[src/hw/rtl/blmf_pkg.sv]
`timescale 1ns / 1ps

package blmf_pkg;

	localparam int PIXEL_W = 8;
	localparam int LINE_WIDTH_W = 11;
	localparam int CFG_DATA_W = 11;
	localparam int CFG_INDEX_W = 2;

	localparam logic [CFG_INDEX_W-1:0] REG_GRAY_THRESHOLD = 2'd0;
	localparam logic [CFG_INDEX_W-1:0] REG_COLOR_THRESHOLD = 2'd1;
	localparam logic [CFG_INDEX_W-1:0] REG_LINE_WIDTH = 2'd2;

	localparam logic [PIXEL_W-1:0] GRAY_THRESHOLD_RESET = 8'd125;
	localparam logic [PIXEL_W-1:0] COLOR_THRESHOLD_RESET = 8'd115;
	localparam logic [LINE_WIDTH_W-1:0] LINE_WIDTH_RESET = 11'd640;

	localparam int GRAY_SUM_W = 22;
	localparam int GRAY_SHIFT = 14;
	localparam logic [GRAY_SHIFT-1:0] GRAY_COEF_B = 14'd1868;
	localparam logic [GRAY_SHIFT-1:0] GRAY_COEF_G = 14'd9617;
	localparam logic [GRAY_SHIFT-1:0] GRAY_COEF_R = 14'd4899;
	localparam logic [GRAY_SUM_W-1:0] GRAY_ROUND = 22'd8192;

	typedef struct packed {
		logic [PIXEL_W-1:0] blue;
		logic [PIXEL_W-1:0] green;
		logic [PIXEL_W-1:0] red;
		logic start_of_frame;
		logic pad;
	} pixel_t;

	typedef struct packed {
		logic mask;
		logic end_of_line;
		logic last_of_run;
	} result_t;

	typedef struct packed {
		logic [PIXEL_W-1:0] gray_threshold;
		logic [PIXEL_W-1:0] color_threshold;
		logic [LINE_WIDTH_W-1:0] line_width;
	} cfg_t;

	typedef struct packed {
		logic at_end;
		logic first_row;
		logic color_bit;
		logic bright;
	} item_flags_t;

endpackage

[src/hw/rtl/blmf_back.sv]
`timescale 1ns / 1ps

module blmf_back #(
	parameter int MAX_WIDTH = 1024,
	localparam int XW = $clog2(MAX_WIDTH)
) (
	input logic clk,
	input logic arst_n,
	input logic item_valid,
	output logic item_pop,
	input blmf_pkg::item_flags_t item_flags,
	input logic [XW-1:0] item_x,
	output logic clear_busy,
	output logic result_valid,
	input logic result_stall,
	output blmf_pkg::result_t result
);
	import blmf_pkg::*;

	// Row store bits: colour bit of the previous row, product bits of the two previous rows.
	localparam int ROW_COLOR = 2;
	localparam int ROW_NEAR = 1;
	localparam int ROW_FAR = 0;

	logic [2:0] row_mem [MAX_WIDTH];

	logic clr_busy_q;
	logic [XW-1:0] clr_addr_q;

	logic v_s3;
	item_flags_t flags_s3;
	logic [XW-1:0] x_s3;
	logic [2:0] rd_s3;

	logic left_q;
	logic [8:0] window_q;

	logic [1:0] ocnt_q;
	result_t slot0_q, slot1_q;

	logic up_h, near_b, far_b, hbit, prod;
	logic [2:0] newcol;
	logic [8:0] win_new;
	logic emit, two, room, fire, ld3, opop;
	logic [1:0] k, npush;
	result_t r0, r1, remhead;

	always_comb begin
		up_h = !flags_s3.first_row && rd_s3[ROW_COLOR];
		near_b = !flags_s3.first_row && rd_s3[ROW_NEAR];
		far_b = !flags_s3.first_row && rd_s3[ROW_FAR];
		hbit = flags_s3.color_bit | ((x_s3 != '0) & left_q);
		prod = (hbit | up_h) & flags_s3.bright;
		newcol = {far_b, near_b, prod};
		win_new = (x_s3 == '0) ? {6'b0, newcol} : {window_q[5:0], newcol};
		emit = !flags_s3.first_row && (x_s3 != '0);
		two = emit && flags_s3.at_end;

		opop = (ocnt_q != 2'd0) && !result_stall;
		k = ocnt_q - {1'b0, opop};
		if (two) begin
			room = (k == 2'd0);
		end else if (emit) begin
			room = (k <= 2'd1);
		end else begin
			room = 1'b1;
		end
		fire = v_s3 && room;
		ld3 = !v_s3 || fire;
		item_pop = item_valid && ld3 && !clr_busy_q;

		if (!fire) begin
			npush = 2'd0;
		end else if (two) begin
			npush = 2'd2;
		end else if (emit) begin
			npush = 2'd1;
		end else begin
			npush = 2'd0;
		end

		r0.mask = (win_new != '0);
		r0.end_of_line = 1'b0;
		r0.last_of_run = !flags_s3.at_end;
		r1.mask = (win_new[5:0] != '0);
		r1.end_of_line = 1'b1;
		r1.last_of_run = 1'b1;
		remhead = opop ? slot1_q : slot0_q;
	end

	always_ff @(posedge clk or negedge arst_n) begin
		if (!arst_n) begin
			clr_busy_q <= 1'b1;
			clr_addr_q <= '0;
		end else if (clr_busy_q) begin
			clr_addr_q <= clr_addr_q + XW'(1);
			if (clr_addr_q == XW'(MAX_WIDTH - 1)) begin
				clr_busy_q <= 1'b0;
			end
		end
	end

	always_ff @(posedge clk) begin
		if (clr_busy_q) begin
			row_mem[clr_addr_q] <= 3'b000;
		end else if (fire) begin
			row_mem[x_s3] <= {hbit, prod, near_b};
		end
		if (item_pop) begin
			rd_s3 <= row_mem[item_x];
			flags_s3 <= item_flags;
			x_s3 <= item_x;
		end
	end

	always_ff @(posedge clk or negedge arst_n) begin
		if (!arst_n) begin
			v_s3 <= 1'b0;
			left_q <= 1'b0;
			window_q <= '0;
			ocnt_q <= 2'd0;
		end else begin
			if (ld3) begin
				v_s3 <= item_pop;
			end
			if (fire) begin
				left_q <= flags_s3.color_bit;
				window_q <= win_new;
			end
			ocnt_q <= k + npush;
		end
	end

	always_ff @(posedge clk) begin
		slot0_q <= (k != 2'd0) ? remhead : r0;
		if (k == 2'd2) begin
			slot1_q <= slot1_q;
		end else if (k != 2'd0) begin
			slot1_q <= r0;
		end else begin
			slot1_q <= r1;
		end
	end

	assign clear_busy = clr_busy_q;
	assign result_valid = (ocnt_q != 2'd0);
	assign result = slot0_q;

endmodule

[config.mk]
export PLATFORM = sky130hd
export DESIGN_NAME = blmf_back
export DESIGN_NICKNAME = d
export VERILOG_FILES = /design/src/hw/rtl/blmf_pkg.sv /design/src/hw/rtl/blmf_back.sv
export SDC_FILE = /design/constraint.sdc
export NUM_CORES = 2
export LEC_CHECK = 0
export BUFFER_PORTS_ARGS = -buffer_cell sky130_fd_sc_hd__buf_2
export CAP_MARGIN = 20
export CORE_ASPECT_RATIO = 0.75
export CORE_MARGIN = 10
export CORE_UTILIZATION = 25
export DETAILED_ROUTE_END_ITERATION = 8
export HOLD_SLACK_MARGIN = 0.03
export MAX_ROUTING_LAYER = met4
export PLACE_DENSITY = 0.47
export SYNTH_ARGS = -nofsm -noshare
export SYNTH_HDL_FRONTEND = slang
export SYNTH_SLANG_ARGS = --single-unit
[constraint.sdc]
create_clock -name clk -period 33.5 [get_ports clk]
set_input_delay 1.675 -clock clk [delete_from_list [all_inputs] [get_ports clk]]
set_output_delay 1.675 -clock clk [all_outputs]
set_load 0.01 [all_outputs]
=== After elaboration in Yosys (flattened, before gate mapping) ===
Memory sizes are Yosys's and may differ from the RTL's. A register that Yosys moved wholly into a read port is not among the register bits.
Index checks and enable logic that the tools add are counted.

* Bitwise gates (word level): 4
* $lt $le $gt $ge: 1
* Multiplexer cells: 19
* $add $sub $neg: 3
* Equality and inequality tests: 3
* Reduce and logical (&&, ||, !) cells: 23

{| class="wikitable"
|+ Operator list
! kind !! number
|-
| $mux 3 || 4
|-
| $mux 1 || 11
|-
| $add 10x1->10 const B || 1
|-
| $eq 10x10->1 const B || 1
|-
| $logic_not 10->1 || 1
|-
| $mux 10 || 1
|-
| $reduce_bool 10->1 || 1
|-
| $logic_and 1x1->1 || 9
|-
| $mux 9 || 1
|-
| $reduce_bool 9->1 || 1
|-
| $reduce_bool 6->1 || 1
|-
| $logic_not 1->1 || 5
|-
| $mux 2 || 2
|-
| $reduce_bool 2->1 || 2
|-
| $reduce_or 3->1 || 1
|-
| $add 2x2->2 || 1
|-
| $and 1x1->1 || 2
|-
| $eq 2x2->1 const B || 1
|-
| $le 2x1->1 const B || 1
|-
| $logic_not 2->1 || 1
|-
| $ne 2x2->1 const B || 1
|-
| $or 1x1->1 || 2
|-
| $sub 2x1->2 || 1
|-
| $logic_or 1x1->1 || 1
|}

* Output and inout port bits: 6
* Memories: 1
* Flip-flop bits (word level): 41
* Word-level logic and storage cells: 71
* Input bits: 18
* RAM bits: 3072

{| class="wikitable"
|+ Memories
! name !! depth !! width !! read ports !! clocked after memory_dff !! wr ports !! RTL line !! RTL
|-
| row_mem || 1024 || 3 || 1 || 1 || 1 || blmf_back.sv:25 || <nowiki>logic [2:0] row_mem [MAX_WIDTH];</nowiki>
|}

=== Depth between registers and ports, before layout ===
* Depth after elaboration: 12
* Depth in mapped cells: 15
* Mapped depth without buffers: 11

=== Worst setup path before layout ===
No wires, ideal clock.

* Kind: in2reg
* Start: input result_stall
* End: memory row_mem[0][0] (data pin)
* Slack: 1973 ps
* Arrival time: 26540 ps
* Data required time: 28513 ps
* Path buffers: 0
* Library setup time: 4987 ps
* Stages: 7
* Cell sequence: nor2_1 ha_1 xnor2_1 a21boi_0 o21ai_1 nand2b_1 nor2_1

* Longest elaborated chain between the ends: 12
* Elaborated cells between the ends (all ways): 13
* Classes of those cells: 1 x add/sub; 1 x order compare; 6 x mux; 5 x reduce/logical

{| class="wikitable"
|+ Ends and longest elaborated chain
! item !! RTL line !! RTL
|-
| start: declaration || blmf_back.sv:15 || <nowiki>input logic result_stall,</nowiki>
|-
| $logic_not 1->1 (*) || blmf_back.sv:59 || <nowiki>opop = (ocnt_q != 2'd0) && !result_stall;</nowiki>
|-
| $logic_and 1x1->1 (*) || blmf_back.sv:59 ||
|-
| $sub 2x1->2 (*) || blmf_back.sv:60 || <nowiki>k = ocnt_q - {1'b0, opop};</nowiki>
|-
| $le 2x1->1 || blmf_back.sv:64 || <nowiki>room = (k <= 2'd1);</nowiki>
|-
| $mux 1 || blmf_back.sv:63 || <nowiki>end else if (emit) begin</nowiki>
|-
| $mux 1 (*) || blmf_back.sv:61 || <nowiki>if (two) begin</nowiki>
|-
| $logic_and 1x1->1 (*) || blmf_back.sv:68 || <nowiki>fire = v_s3 && room;</nowiki>
|-
| $mux 1 (*) || blmf_back.sv:106 || <nowiki>end else if (fire) begin</nowiki>
|-
| $mux 1 (*) || blmf_back.sv:104 || <nowiki>if (clr_busy_q) begin</nowiki>
|-
| $mux 1 (not written as such) (*) || blmf_back.sv:107 || <nowiki>row_mem[x_s3] <= {hbit, prod, near_b};</nowiki>
|-
| $reduce_or 3->1 (no line) (*) || -- ||
|-
| $mux 3 (no line) (*) || -- ||
|-
| end: declaration || blmf_back.sv:25 ||
|}

Every way passes the cells marked *; elsewhere a longest branch is shown, timed or not.

=== Worst setup path after layout ===
* Start: input result_stall
* End: memory row_mem[565][2] (data pin)

* Longest elaborated chain between the ends: 12
* Elaborated cells between the ends (all ways): 13
* Classes of those cells: 1 x add/sub; 1 x order compare; 6 x mux; 5 x reduce/logical

{| class="wikitable"
|+ Ends and longest elaborated chain
! item !! RTL line !! RTL
|-
| $logic_not 1->1 (*) || blmf_back.sv:59 ||
|-
| $logic_and 1x1->1 (*) || blmf_back.sv:59 ||
|-
| net opop || blmf_back.sv:44 || <nowiki>logic emit, two, room, fire, ld3, opop;</nowiki>
|-
| $sub 2x1->2 (*) || blmf_back.sv:60 ||
|-
| $le 2x1->1 || blmf_back.sv:64 ||
|-
| $mux 1 || blmf_back.sv:63 ||
|-
| $mux 1 (*) || blmf_back.sv:61 ||
|-
| $logic_and 1x1->1 (*) || blmf_back.sv:68 ||
|-
| $mux 1 (*) || blmf_back.sv:106 ||
|-
| $mux 1 (*) || blmf_back.sv:104 ||
|-
| $mux 1 (not written as such) (*) || blmf_back.sv:107 ||
|-
| $reduce_or 3->1 (no line) (*) || -- ||
|-
| $mux 3 (no line) (*) || -- ||
|}

The timed path passes the listed nets; every way through them passes the cells marked *.

==> flow_summary.ini <==
[setup_path]
path_common_cell = buf_4
crit_arrival_ps = 7940
r2r_start = ocnt_q[1]$_DFF_PN0_
slowest_stage = buf_4
critical_path_class = primary input to register
cp-end-kind = register
cp_top_family = buffers and inverters
max_stage_delay_ps = 820
cp-startpoint = result_stall
reg2reg_depth = 15
cp_max_fo = 93
critPathLaunchType = primary input
rrSetupSlack_ps = 26450
required_ps = 34040
path_buf_inv = 8
cp_cell_sequence = buf_2 -> nor2_1 -> ha_1 -> xnor2_1 -> a21boi_0 -> o21ai_1 -> buf_4 -> nand2b_1 -> nor2_4 -> buf_4 -> buf_4 -> buf_4 -> buf_4 -> buf_4 -> buf_4
r2r_end = row_mem[565][2]$_DFFE_PP_

[timing]
tightest_slew_ps = 1290
fmaxAchievable_mhz = 135
hold_ws_ps = 507
tns_ps = 0
setup_viol = 0
finalWorstSetupSlack_ps = 26100
clock_skew_ps = 41.6
min_period_ps = 7400
rsz0062_at_grt = false
period_share_pct = 22.1
slew_viol_final = 0
slew_headroom_pct = 13.5
hold_viol = 0

[yosys]
synth_top_area_cell = edfxtp_1
synth-edff-count = 3094
yosysWarningCount = 0
synth_ff_type = edfxtp_1
ys_seq_area_share_pct = 74.7
synth_seq_cells = 3116
postSynthAreaPerCell_um2 = 18.4
synth-async-reset-ratio_pct = 0.674
yosys.cell_types.count = 81
synth_top_area_share_pct = 74.3
synth_cells = 6798
syn_area_mm2 = 0.125
ys_top_cells_by_area = edfxtp_1, mux4_2, nor2_1
synth_nets = 6819

[clock_tree]
clkSlewWorstSetupHoldPaths_ps = 60
htreeDepth = 5
clk_latency_ps = 910
cts_hold_buf = 0
post_cts_resized = 0
clockRootBuffer = clkbuf_16
cts_tree = done
postCtsSetupRepairBufs = 0
cts_buffer_depth = 4
numCtsBuffers = 307
cts_sinks = 3116

[routing]
vias_per_cell = 4.92
drt-initial-drc-count = 8925
drt-total-wl_um = 395000
drtPass1Iterations = 6
vias = 67598
postRouteAntennaNets = 0
drc = 0
wl_met1_um = 181000
top_layer_used = met4
wl_met2_um = 172000
met3_wirelength_um = 34900
wl_per_cell_um = 28.7

[pwr]
p_int_mw = 6.69
peakVddDrop_mv = 0.0391
clkPwrFrac_pct = 37.5
finalPower_mw = 8.97
p_leak_nw = 43.7
p_per_area_mw_per_mm2 = 63.0
seqPwrFrac_pct = 51.9
swShare_pct = 25.4
p_switching_mw = 2.28
p_comb_share_pct = 10.5

[min_path]
hold_start = left_q$_DFFE_PN0N_
hp-class = register to register
holdPathEnd = left_q$_DFFE_PN0N_
hold_path_depth = 1

[global_route]
grt_overflow = 0
grt_pass1_wl_um = 551000
antenna_found_initial = 53
grt_max_degree = 218
grt_usage_pct = 14.8
grt_pass1_vias = 67305

[place]
dp_slack_ps = 25200
dp_hpwl_um = 237000
gp_congestion = 0.817
port_buffers = 23

[final_layout]
multi_input_area_mm2 = 0.0292
drive_above_1_share_pct = 19.7
layout_commonest_cell = edfxtp_1
layout_common_cells = edfxtp_1, nor2_1, mux4_2, mux2i_1, clkbuf_16
fill_cells = 48844
area_growth_pct = 14.0
post-route-util_pct = 28.6
regArea_mm2 = 0.0935
nets = 6870

[floorplanning]
die-area_mm2 = 0.529
initial_utilization_pct = 25.1
io_pins = 24
rows = 224
die_w_um = 837
coreArea_mm2 = 0.497
die_h_um = 633

[outcome]
status = complete, no violations

[flow_run]
drv_cap = 0
Yosys cell counts, drive strengths merged (4+ instances only):
master,number
o21ai,77
a22o,18
a31o,5
dfrtp,20
a22oi,108
and3,6
edfxtp,3094
a31oi,14
nand2,186
nand4,17
nor3,46
a2111oi,9
nor4,26
o211ai,14
a211o,7
o32ai,13
a21oi,98
o221ai,99
or2,4
mux2i,347
or4,5
a211oi,20
nand2b,10
inv,18
xor2,4
a21o,4
nand3b,4
xnor2,8
nor2b,11
o2111ai,5
nor2,1098
clkbuf,231
o31ai,11
and2,25
o22ai,67
a221oi,25
buf,270
nor3b,11
mux2,16
mux4,628
nand3,68
or3,8
flip-flops by register name, indices dropped and copies added (netlist names), 2 cells and up:
register / count
clr_addr_q: 10
flags_s3: 4
ocnt_q: 2
rd_s3: 3
result: 3
row_mem: 3072
slot1_q: 3
window_q: 6
x_s3: 10
stage by stage:
stage          area, µm²  cells
2_1_floorplan     125000   6798
3_3_place_gp      133000  13193
3_5_place_dp      133000  13203
4_1_cts           142000  13735
5_1_grt           143000  13745
6_report          143000  13751
worst register-to-register path: stages (launching register included):
cell and delay, ps:
dfrtp_1 390, nor2_1 220, nor2_1 150, ha_1 210, xnor2_1 290, a21boi_0 340, o21ai_1 110, buf_4 200
nand2b_1 430, nor2_4 200, buf_4 800, buf_4 640, buf_4 610, buf_4 640, buf_4 580, buf_4 860
per-layer routing:
metal  GRT usage, %  up-vias
met3           3.03      480
met1           21.7    36522
met5              -        -
li1               -    27446
met4           2.88        0
met2           21.4     3150
worst max-delay path by stage:
stage                     slack (ps)  cells past startpoint                   endpoint
after global placement         24940                     13         rd_s3[0]$_DFFE_PP_
after floorplan                 1970                      7    row_mem[0][0]$_DFFE_PP_
after detailed placement       25200                     15  row_mem[434][2]$_DFFE_PP_
after CTS                      26170                     15  row_mem[434][2]$_DFFE_PP_
after global routing           25550                     15  row_mem[565][2]$_DFFE_PP_
final                          26100                     15  row_mem[565][2]$_DFFE_PP_
logic make-up after synthesis:
family	share of synthesized area, %
muxes	14.2
DFF	74.7
xor gates and xnor gates	0.0840
AOI/OAI and AO/OA	3.52
and+or+nand+nor	5.06
adders and majority gates	0.0300
buffers and inverters	2.35
power groups by stage:
stage                     combinational [mW]  clock [mW]  sequential [mW]
final                                  0.945        3.37             4.66
after global routing                    1.01        3.59             4.66
after CTS                              0.954        3.43             4.66
after detailed placement               0.957           0             4.74
after global placement                 0.931           0             4.74
after floorplan                        0.477           0             5.25
final cells by class:
class                      count  share of cell area, %
tap                         6667                   5.85
clock buffer                 371                   5.65
antenna                       12                 0.0211
clock inverter               161                  0.936
sequential                  3116                   65.6
timing repair buffer         243                   1.43
inverter                      18                 0.0518
multi-input combinational   3163                   20.5
Note: power is estimated with default switching activity, not from simulation.
