### config.mk
export PLATFORM = sky130hd
export DESIGN_NAME = blmf_fifo
export DESIGN_NICKNAME = d
export VERILOG_FILES = /design/src/hw/rtl/blmf_fifo.sv
export SDC_FILE = /design/constraint.sdc
export NUM_CORES = 1
export LEC_CHECK = 0
export ABC_AREA = 1
export BUFFER_PORTS_ARGS = -buffer_cell sky130_fd_sc_hd__clkbuf_2
export CORE_ASPECT_RATIO = 1.1
export CORE_UTILIZATION = 56
export DETAILED_ROUTE_END_ITERATION = 12
export PLACE_DENSITY = 0.77
export SLEW_MARGIN = 20
export SYNTH_ARGS = -nofsm -noshare
export SYNTH_HDL_FRONTEND = slang
export SYNTH_SLANG_ARGS = --single-unit
### constraint.sdc
create_clock -name clk -period 2.3 [get_ports clk]
set_input_delay 0.69 -clock clk [delete_from_list [all_inputs] [get_ports clk]]
set_output_delay 0.69 -clock clk [all_outputs]
set_load 0.005 [all_outputs]
### src/hw/rtl/blmf_fifo.sv
`timescale 1ns / 1ps

module blmf_fifo #(
	parameter int WIDTH = 8,
	parameter int DEPTH = 4,
	localparam int PW = (DEPTH > 1) ? $clog2(DEPTH) : 1,
	localparam int CW = $clog2(DEPTH + 1)
) (
	input logic clk,
	input logic arst_n,
	input logic push_valid,
	output logic full,
	input logic [WIDTH-1:0] push_data,
	output logic pop_valid,
	input logic pop,
	output logic [WIDTH-1:0] pop_data
);

	logic [WIDTH-1:0] slots_q [DEPTH];
	logic [PW-1:0] wr_q, rd_q;
	logic [CW-1:0] count_q;
	logic push_en, pop_en;

	assign full = (count_q == CW'(DEPTH));
	assign pop_valid = (count_q != '0);
	assign push_en = push_valid && !full;
	assign pop_en = pop && pop_valid;
	assign pop_data = slots_q[rd_q];

	always_ff @(posedge clk or negedge arst_n) begin
		if (!arst_n) begin
			wr_q <= '0;
			rd_q <= '0;
			count_q <= '0;
		end else begin
			if (push_en) begin
				wr_q <= (wr_q == PW'(DEPTH - 1)) ? '0 : wr_q + PW'(1);
			end
			if (pop_en) begin
				rd_q <= (rd_q == PW'(DEPTH - 1)) ? '0 : rd_q + PW'(1);
			end
			count_q <= count_q + CW'(push_en) - CW'(pop_en);
		end
	end

	always_ff @(posedge clk) begin
		if (push_en) begin
			slots_q[wr_q] <= push_data;
		end
	end

endmodule

Word level (Yosys, flattened, before mapping):

Memory sizes are Yosys's and may differ from the RTL's.
Cells that the tools add are included.

* reduce and logical (&&, ||, !) cells: 4
* equal/unequal tests: 3
* add/subtract/negate cells: 4
* multiplexer cells: 4

Operator list (number)
* 2-bit by 1-bit adder with 2-bit output (second input constant): 2
* 2-bit equality test (second input constant): 2
* 2-bit 2-to-1 mux: 2
* 3-bit by 1-bit adder with 3-bit output: 1
* 3-bit equality test (second input constant): 1
* 3-bit nonzero test: 1
* 3-bit by 1-bit subtractor with 3-bit output: 1
* 1-bit logical AND: 2
* 1-bit 2-to-1 mux: 2
* 1-bit zero test: 1

* memories kept: 1
* memory bits (writable): 32
* word-level logic and storage cells: 19
* input bits: 12
* register bits after elaboration: 7
* output and inout port bits: 10

Memories
* slots_q: words 4, bits a word 8, read ports 1, clocked after Yosys merged registers in 0, wr ports 1, line 19 `logic [WIDTH-1:0] slots_q [DEPTH];`

Depth between registers and ports, before layout:

Gate-level depths: netlist (run 1).

* depth in word-level cells: 5
* depth in mapped cells: 12
* gate-level depth less buffers: 12

Least setup slack after synthesis (run 1):

OpenSTA, ideal clock, no wires.

* kind: input to register
* start point: input port pop
* end point: register count_q[2]
* stages on the path: 9
* arrival time: 1.771 ns
* library setup time: 0.117 ns
* data required time: 2.183 ns
* path slack: 0.413 ns
* buffers on the path: 0
* cells stage by stage: nand2_1 inv_1 ha_1 inv_1 ha_1 inv_1 fa_1 nand3_1 nand2_1

* longest elaborated chain between the ends: 2

RTL lines
* from (decl): line 15 `input logic pop,`
* 1-bit logical AND: line 27 `assign pop_en = pop && pop_valid;`
* via pop_en: line 22 `logic push_en, pop_en;`
* 3-bit by 1-bit subtractor with 3-bit output: line 42 `count_q <= count_q + CW'(push_en) - CW'(pop_en);`
* to (signal assigned): line 42
* to (decl): line 21 `logic [CW-1:0] count_q;`

The timed path passes the listed nets, and every way through them passes these cells.
A chain may end at the register's enable or synchronous reset.

Worst setup path in the final report (run 1):

* start point: register rd_q[0]
* end point: output port pop_data[2]

* longest elaborated chain between the ends: 1

RTL lines
* from (decl): line 20 `logic [PW-1:0] wr_q, rd_q;`
* from (signal assigned): line 40 `rd_q <= (rd_q == PW'(DEPTH - 1)) ? '0 : rd_q + PW'(1);`
* memory read 4 x 8 bit
* to (decl): line 16 `output logic [WIDTH-1:0] pop_data`

No other way between the ends.

==> flow_summary_export.csv, run 1 <==
group,metric,value,unit
sta,post-route-period-util,92.36,%
grt,grt.overflow.total,0,
critical_path,crit_path_max_incr_delay,0.46,ns
synth,synthCells,152,
synth,synth-edff-count,32,
route,drc,0,
cts,cts-root-buf,"clkbuf_4",
sta,clock.fmax,470.7,MHz
sta,fin_crit,2.124,ns
placed_design,dp_hpwl,1.964,mm
critical_path,r2r_start,"count_q[1]",
placed_design,port_buffers,21,
synth,synth.largest_area_cell,"edfxtp_1",
synth,synth_area_leaders,"edfxtp_1 55%, dfrtp_1 9.9%, nand2_1 8.1%",
floorplan,io_pins,22,
grt,grt_start_max_net_pins,33,
cts,clkTransAtPathRegs,0.11,ns
synth,synth_top_area_share,54.55,%
floorplan,die_area,3374,um^2
grt,antenna_found_initial,0,
grt,track_usage,20.10,%
final_layout,syn_to_final_growth,11.43,%
route,post_drt_wl_per_cell,13.04,um
sta,whs,0.1567,ns
final_layout,finalCoreUtilization,68.22,%
route,first_pass_iters,4,
synth,synthArstFlopShare,17.95,%
grt,grt.busiest_layer,"met2",
grt,use_met2,34.60,%
final_layout,layout.nets,201,
cts,ctsHoldBuffers,0,
grt,grtUsageMet3,5.970,%
synth,yosysSeqAreaShare,64.49,%
cts,cts_tree,"built",
pwr,leakage,0.8984,nW
worst_hold_path,hold_path_class,"input pin to asynchronous set/reset pin",
floorplan,coreArea,2878,um^2
critical_path,worstPathArrival,1.43,ns
synth,ys_seq_elements,39,
floorplan,initial_core_util,61.22,%
synth,synthesis.area,1762,um^2
sta,rsz0062_at_grt,"no",
pwr,ir_worst_vdd,0.8294,mV
route,dr.first_iter.drc_count,33,
final_layout,diodes,0,
sta,skew,0.006920,ns
floorplan,rows,20,
final_layout,drive_above_1_share,21.43,%
synth,syn_nets,172,
sta,drv_slew,0,
critical_path,crit_type,"register to output pin",
sta,worst_pin_slew,0.3115,ns
cts,ctsResizeCount,0,
critical_path,cp_cell_sequence,"buf_12 > o211ai_1 > nand2_1 > clkbuf_2",
critical_path,r2r_slack,0.30,ns
pwr,total_power,2.299,mW
cts,cts_buffers,5,
run,drv_cap,0,
cts,cts.sinks,39,
floorplan,die_w,55.48,um
critical_path,startpoint_type,"register",
run_status,status,"complete, no violations",
synth,synthFlopType,"edfxtp_1",
critical_path,slowest_stage,"dfrtp_1",
floorplan,die_h,60.83,um
cts,post_cts_buffers,0,
critical_path,r2r-end,"count_q[2]",
synth,syn_avg_cell_area,11.59,um^2
placed_design,routabilityCongestion,0.7377,
synth,ys_top_cells_by_count,"38 x nand2_1, 32 x edfxtp_1, 31 x inv_1, 15 x o211ai_1",
critical_path,required,1.61,ns
critical_path,crit_path_max_fanout,32,
sta,hold_viol_final,0,
grt,grt_pass1_wl,4.843,mm
synth,yosysMostFrequentCell,"nand2_1",
grt,grt_util_met1,24.18,%
route,wl,2.803,mm
route,ant_nets,0,
sta,maxSlewHeadroom,79.21,%
critical_path,reg2reg_depth,11,
synth,yosysWarnings,0,
cts,htreeDepth,2,
critical_path,critPathCaptureType,"output pin",
route,vias,1093,
pwr,powerDensity,1171,nW/um^2
sta,setup_viol,0,
route,viasPerCell,5.084,
synth,synth_cell_types,14,
sta,finalSetupTns,0,ns
grt,grt_pass1_vias,1086,
cts,cts_buffer_depth,2,
cts,insertion_delay,0.34,ns
## cell usage in the layout, fill, tap and decap left out, drive strengths merged, types with 5 or more instances in the layout
| master | count |
|---|---|
| edfxtp | 32 |
| nand2 | 41 |
| inv | 31 |
| nor2 | 7 |
| nand3 | 5 |
| dfrtp | 7 |
| o211ai | 16 |
| ha | 7 |
| clkbuf | 27 |
| buf | 6 |
## final cells by class
type	count	area [um^2]
Clock buffer	6	41.29
Inverter	31	116.4
Sequential cell	39	1136
Tap cell	33	41.29
Timing Repair Buffer	27	162.7
Multi-Input combinational cell	77	452.9
Fill cell	205	914.6
Clock inverter	2	12.51
## routing by layer
layer  routed length (um)  up-vias
met5                    0        -
met2                 1447       34
li1                     -      553
met4                   46        0
met1                 1147      501
met3                  162        5
## worst max-delay path by stage
stage / depth (start not counted) / to / from / slack [ns]
finish: 4 / pop_data[2] / rd_q[0] / 0.18
global route: 5 / pop_data[7] / rd_q[0] / 0.1
CTS: 4 / pop_data[2] / rd_q[0] / 0.16
detailed placement: 10 / count_q[2] / pop / 0.21
global placement: 10 / count_q[2] / pop / 0.27
floorplan: 9 / count_q[2] / pop / 0.41
## registers in the layout (all words and copies together) (netlist names)
| register | count |
|---|---|
| slots_q | 32 |
| count_q | 3 |
| rd_q | 2 |
| wr_q | 2 |
## cell families after synthesis
| family | after synthesis | synth area share (%) |
|---|---|---|
| AO/OA/AOI/OAI | 16 | 7.102 |
| flip-flops | 39 | 64.49 |
| adder cells (fa/ha/maj) | 8 | 6.108 |
| AND/OR/NAND/NOR | 53 | 12.50 |
| buffers and inverters | 36 | 9.801 |
## through the flow
step / instances / setup slack (ns) / instance area, um^2
6_report: 215 / 0.1756 / 1963
5_1_grt: 215 / 0.09662 / 1963
4_1_cts: 215 / 0.1580 / 1963
3_5_place_dp: 207 / 0.2075 / 1909
3_3_place_gp: 207 / 0.2699 / 1909
2_1_floorplan: 152 / 0.4126 / 1762
## critical path: cells and delay by family (launching register included)
family	cells	cell delay (ns)
AOI/OAI and AO/OA	1	0.22
buffers and inverters	2	0.31
DFF	1	0.46
and+or+nand+nor	1	0.10
## where the power goes
| part | leakage, nW | switching, mW | internal (mW) | total, mW |
|---|---|---|---|---|
| logic | 0.493 | 0.545 | 0.379 | 0.925 |
| registers | 0.377 | 0.0914 | 0.949 | 1.04 |
| clock network | 0.0282 | 0.216 | 0.118 | 0.334 |
| total | 0.898 | 0.853 | 1.45 | 2.30 |
Note: power is estimated with default switching activity, not from simulation.
==> run 2: changes to the inputs <==
--- a/config.mk
+++ b/config.mk
@@ -8,9 +8,9 @@
 export ABC_AREA = 1
 export BUFFER_PORTS_ARGS = -buffer_cell sky130_fd_sc_hd__clkbuf_2
 export CORE_ASPECT_RATIO = 1.1
-export CORE_UTILIZATION = 56
+export CORE_UTILIZATION = 30
 export DETAILED_ROUTE_END_ITERATION = 12
-export PLACE_DENSITY = 0.77
+export GPL_TIMING_DRIVEN = 0
 export SLEW_MARGIN = 20
 export SYNTH_ARGS = -nofsm -noshare
 export SYNTH_HDL_FRONTEND = slang
==> flow_summary_export.csv, run 2 (synthesized netlist as in run 1, its figures left out) <==
group,metric,value,unit
sta,maxSlewHeadroom,44.25,%
route,dr.first_iter.drc_count,61,
pwr,ir_worst_vdd,0.5123,mV
floorplan,die_h,82.37,um
final_layout,layout_common_cells,"38 x nand2_1, 32 x edfxtp_1, 31 x inv_1",
critical_path,critPathBufInv,3,
critical_path,crit_path_max_incr_delay,0.39,ns
placed_design,routabilityCongestion,0.6933,
sta,skew,0.003925,ns
final_layout,final_area,2093,um^2
grt,antenna_found_initial,0,
pwr,p_comb_share,36.0,%
cts,cts-root-buf,"clkbuf_8",
placed_design,placed_area,1961,um^2
pwr,switching_share,32.89,%
sta,drv_slew,0,
critical_path,startpoint_type,"register",
cts,cts.sinks,39,
grt,grt_pass1_wl,4.871,mm
pwr,seq_power_share,39.0,%
route,vias,1070,
critical_path,slowest_stage,"dfrtp_1",
cts,cts_buffer_depth,2,
grt,grt.overflow.total,0,
pwr,powerDensity,1267,nW/um^2
cts,htreeDepth,2,
cts,cts_buffers,5,
final_layout,largest_reg_flops,32,
final_layout,instances_no_fill,256,
final_layout,drive_above_1_share,20.99,%
route,drc,0,
grt,grt_pass1_vias,1036,
floorplan,die_area,6183,um^2
floorplan,die_w,75.07,um
sta,hold_viol_final,0,
sta,fin_crit,2.128,ns
pwr,p_sw,0.8721,mW
pwr,leakage,0.9305,nW
placed_design,dp.cells,248,
floorplan,coreArea,5535,um^2
placed_design,port_buffers,21,
sta,setup_viol,0,
run,drv_cap,0,
cts,ctsHoldBuffers,0,
sta,post-route-period-util,92.52,%
critical_path,critPathCaptureType,"output pin",
critical_path,cp_cell_sequence,"buf_6 > inv_1 > o211ai_1 > nand2_1 > clkbuf_2",
route,viasPerCell,4.180,
worst_hold_path,hold_path_class,"input pin to asynchronous set/reset pin",
cts,clkTransAtPathRegs,0.07,ns
grt,track_usage,11.47,%
critical_path,worstPathArrival,1.44,ns
floorplan,io_pins,22,
pwr,total_power,2.652,mW
sta,finalSetupTns,0,ns
pwr,clockPowerShare,25.0,%
route,wl,3.073,mm
run_status,status,"complete, no violations",
critical_path,required,1.61,ns
critical_path,crit_path_max_fanout,10,
route,ant_nets,0,
final_layout,regMostFlops,"slots_q",
sta,whs,0.2323,ns
final_layout,final_common_cell,"nand2_1",
critical_path,crit_type,"register to output pin",
sta,rsz0062_at_grt,"no",
cts,insertion_delay,0.29,ns
sta,clock.fmax,469.9,MHz
cts,post_cts_buffers,0,
critical_path,critical-path-top-delay-family,"buffers and inverters",
cts,cts_tree,"built",
grt,grt_start_max_net_pins,13,
floorplan,initial_core_util,31.83,%
final_layout,reg_top3,"slots_q (32), count_q (3)",
placed_design,dp_hpwl,2.025,mm
pwr,internal-power,1.780,mW
route,first_pass_iters,4,
floorplan,rows,28,
cts,ctsResizeCount,0,
final_layout,layout.nets,200,
final_layout,diodes,0,
route,post_drt_wl_per_cell,12.00,um
sta,worst_pin_slew,0.8332,ns
final_layout,syn_to_final_growth,18.82,%
==> run 2: area by class of cell <==
cell class	count	area (um^2)
fillers	572	3442
flip-flops and latches	39	1136
repair buffers	21	105.1
inverters	31	116.4
plain buffers	5	56.30
clock buffers	6	72.57
clock inverters	2	60.06
well taps	75	93.84
multi-input cells	77	452.9
==> run 2: worst register-to-register path, delay by kind of cell (launching register included) <==
family        cells  cell delay (ns)
fa+ha+maj         3             0.76
buf+inv           3             0.14
flops             1             0.44
simple gates      5             0.51
==> run 2: layer usage <==
metal	track usage, %	share of wire, %
met5	0	0
met4	6.226	1.9
met3	3.519	4.0
met2	18.56	46
met1	13.58	48
==> run 2: power by group through the flow <==
stage	sequential (mW)	clock, mW	combinational [mW]
after floorplan	1.03	0	0.668
after global placement	1.05	0	0.954
after detailed placement	1.05	0	0.981
after CTS	1.03	0.676	0.982
after global routing	1.05	0.704	1.13
final	1.03	0.664	0.955
==> run 2: metrics by stage <==
stage | util (%) | setup slack (ns)
finish | 37.82 | 0.1720
detailed placement | 35.42 | 0.2271
floorplan | - | 0.4126
global placement | 35.42 | 0.2336
global route | 37.82 | 0.05664
CTS | 37.82 | 0.1573
==> run 2: worst paths after layout <==
| check | slack [ns] | to | startpoint | cells after the start |
|---|---|---|---|---|
| worst min register to register | 0.53 | count_q[0] | count_q[0] | 1 |
| max in group asynchronous | 1.90 | count_q[0] | arst_n | 1 |
| worst max register to register | 0.32 | count_q[2] | count_q[1] | 11 |
| worst max-delay path | 0.17 | pop_data[2] | rd_q[1] | 5 |
| min in group clk | 0.53 | count_q[0] | count_q[0] | 1 |
| worst min-delay path | 0.23 | count_q[1] | arst_n | 1 |
==> run 3: changes to the inputs <==
==> constraint.sdc (replaced) <==
create_clock -name clk -period 2.3 [get_ports clk]
set_input_delay 0.115 -clock clk [delete_from_list [all_inputs] [get_ports clk]]
set_output_delay 0.115 -clock clk [all_outputs]
set_load 0.005 [all_outputs]
==> flow_summary_export.csv, run 3 (synthesized netlist as in run 1, its figures left out) <==
group,metric,value,unit
floorplan,io_pins,22,
critical_path,crit_path_start,"count_q[1]",
critical_path,startpoint_type,"register",
final_layout,layout_common_cells,"38 x nand2_1, 32 x edfxtp_1, 31 x inv_1",
cts,cts_buffer_depth,2,
route,vias,1061,
route,first_pass_iters,4,
final_layout,largest_reg_flops,32,
sta,drv_slew,0,
worst_hold_path,hp-start,"push_data[2]",
floorplan,rows,28,
route,ant_nets,0,
floorplan,die_w,75.07,um
cts,cts-root-buf,"clkbuf_8",
floorplan,die_area,6183,um^2
grt,grt.overflow.total,0,
pwr,seq_power_share,39.0,%
sta,hold_viol_final,0,
grt,grt_pass1_wl,4.885,mm
critical_path,required,2.48,ns
sta,fin_crit,1.977,ns
route,wl,3.083,mm
grt,antenna_found_initial,0,
sta,skew,0.003925,ns
pwr,p_comb_share,36.0,%
cts,clkTransAtPathRegs,0.07,ns
route,dr.first_iter.drc_count,61,
floorplan,initial_core_util,31.83,%
sta,worst_pin_slew,0.8358,ns
final_layout,drive_above_1_share,20.88,%
route,drc,0,
pwr,switching_share,32.87,%
floorplan,die_h,82.37,um
critical_path,worstPathArrival,2.16,ns
run,drv_cap,0,
pwr,leakage,0.9347,nW
sta,clock.fmax,505.7,MHz
floorplan,coreArea,5535,um^2
final_layout,diodes,0,
final_layout,nFillCells,571,
sta,maxSlewHeadroom,44.07,%
pwr,clockPowerShare,25.0,%
pwr,internal-power,1.781,mW
critical_path,crit_type,"register to register",
critical_path,crit_path_max_fanout,4,
placed_design,dp_hpwl,2.025,mm
final_layout,regMostFlops,"slots_q",
final_layout,final_common_cell,"nand2_1",
final_layout,reg_top3,"slots_q (32), count_q (3)",
sta,setup_viol,0,
pwr,powerDensity,1261,nW/um^2
critical_path,r2r-end,"count_q[2]",
critical_path,r2r_slack,0.32,ns
cts,cts_tree,"built",
grt,grt_start_max_net_pins,13,
worst_hold_path,hold_path_class,"input pin to register",
critical_path,critPathCaptureType,"register",
sta,finalSetupTns,0,ns
critical_path,r2r_start,"count_q[1]",
pwr,total_power,2.653,mW
pwr,p_sw,0.8720,mW
cts,cts_buffers,5,
grt,grt_pass1_vias,1039,
cts,cts.sinks,39,
sta,whs,0.04301,ns
pwr,ir_worst_vdd,0.5128,mV
sta,rsz0062_at_grt,"no",
critical_path,reg2reg_depth,11,
cts,insertion_delay,0.29,ns
run_status,status,"complete, no violations",
route,viasPerCell,4.128,
grt,track_usage,11.50,%
cts,htreeDepth,2,
final_layout,syn_to_final_growth,19.39,%
sta,post-route-period-util,85.97,%
placed_design,port_buffers,21,
route,post_drt_wl_per_cell,12.00,um
final_layout,layout.nets,201,
placed_design,routabilityCongestion,0.6933,
critical_path,crit_path_end,"count_q[2]",
## run 3: changes by cell type in the layout (fill, tap and decap cells not counted)
| cell | change |
|---|---|
| dlygate4sd3_1 | +1 |
## run 3: metrics by stage
| step | setup WS (ns) | instance area (um^2) | instances | utilization, % |
|---|---|---|---|---|
| final | 0.3227 | 2103 | 257 | 38.00 |
| after global routing | 0.1582 | 2103 | 257 | 38.00 |
| after CTS | 0.3187 | 2103 | 257 | 38.00 |
| after detailed placement | 0.3438 | 1961 | 248 | 35.42 |
| after global placement | 0.3440 | 1961 | 248 | 35.42 |
| after floorplan | 0.4368 | 1762 | 152 | - |
## run 3: layer usage
layer	vias to the layer above	routed length, um	track usage, %
met3	5	122	3.519
li1	550	-	-
met4	0	59	6.226
met1	484	1474	13.66
met5	-	0	0
met2	22	1427	18.56
## run 3: power by group through the flow
stage	combinational, mW	clock [mW]	sequential (mW)
2_1_floorplan	0.668	0	1.03
3_3_place_gp	0.954	0	1.05
3_5_place_dp	0.981	0	1.05
4_1_cts	0.983	0.676	1.03
5_1_grt	1.13	0.704	1.05
6_report	0.955	0.664	1.03
## run 3: area by class of cell
cell class / instances / area (um^2) / area share [%]
buffer: 5 / 56.30 / 2.677
clock buffer: 6 / 72.57 / 3.450
tap: 75 / 93.84 / 4.462
multi-input combinational: 77 / 452.9 / 21.53
timing repair buffer: 22 / 115.1 / 5.473
clock inverter: 2 / 60.06 / 2.855
sequential: 39 / 1136 / 54.02
inverter: 31 / 116.4 / 5.532
## run 3: worst max-delay path, cell delays in order, from the launching register on
cell and delay [ns]:
dfrtp_1 0.44, nor2_2 0.17, nand2_2 0.09, nand2_1 0.10, inv_1 0.05, ha_1 0.26, inv_1 0.05, ha_1 0.12
inv_1 0.04, fa_1 0.38, nand3_1 0.10, nand2_1 0.05
## run 3: repair_timing
item                      4_1_cts  5_1_grt
resized for setup               0        0
setup buffers                   0        0
hold endpoints to repair        7        0
hold buffers                    1        0
## run 3: how the worst min path moves through the flow
stage	end	slack (ns)	depth (start not counted)
after floorplan	count_q[0]	-0.18	0
after global placement	count_q[2]	-0.03	1
after detailed placement	count_q[2]	-0.03	1
after CTS	slots_q[2][2]	0.03	1
after global routing	slots_q[2][2]	0.03	1
final	slots_q[2][2]	0.04	1
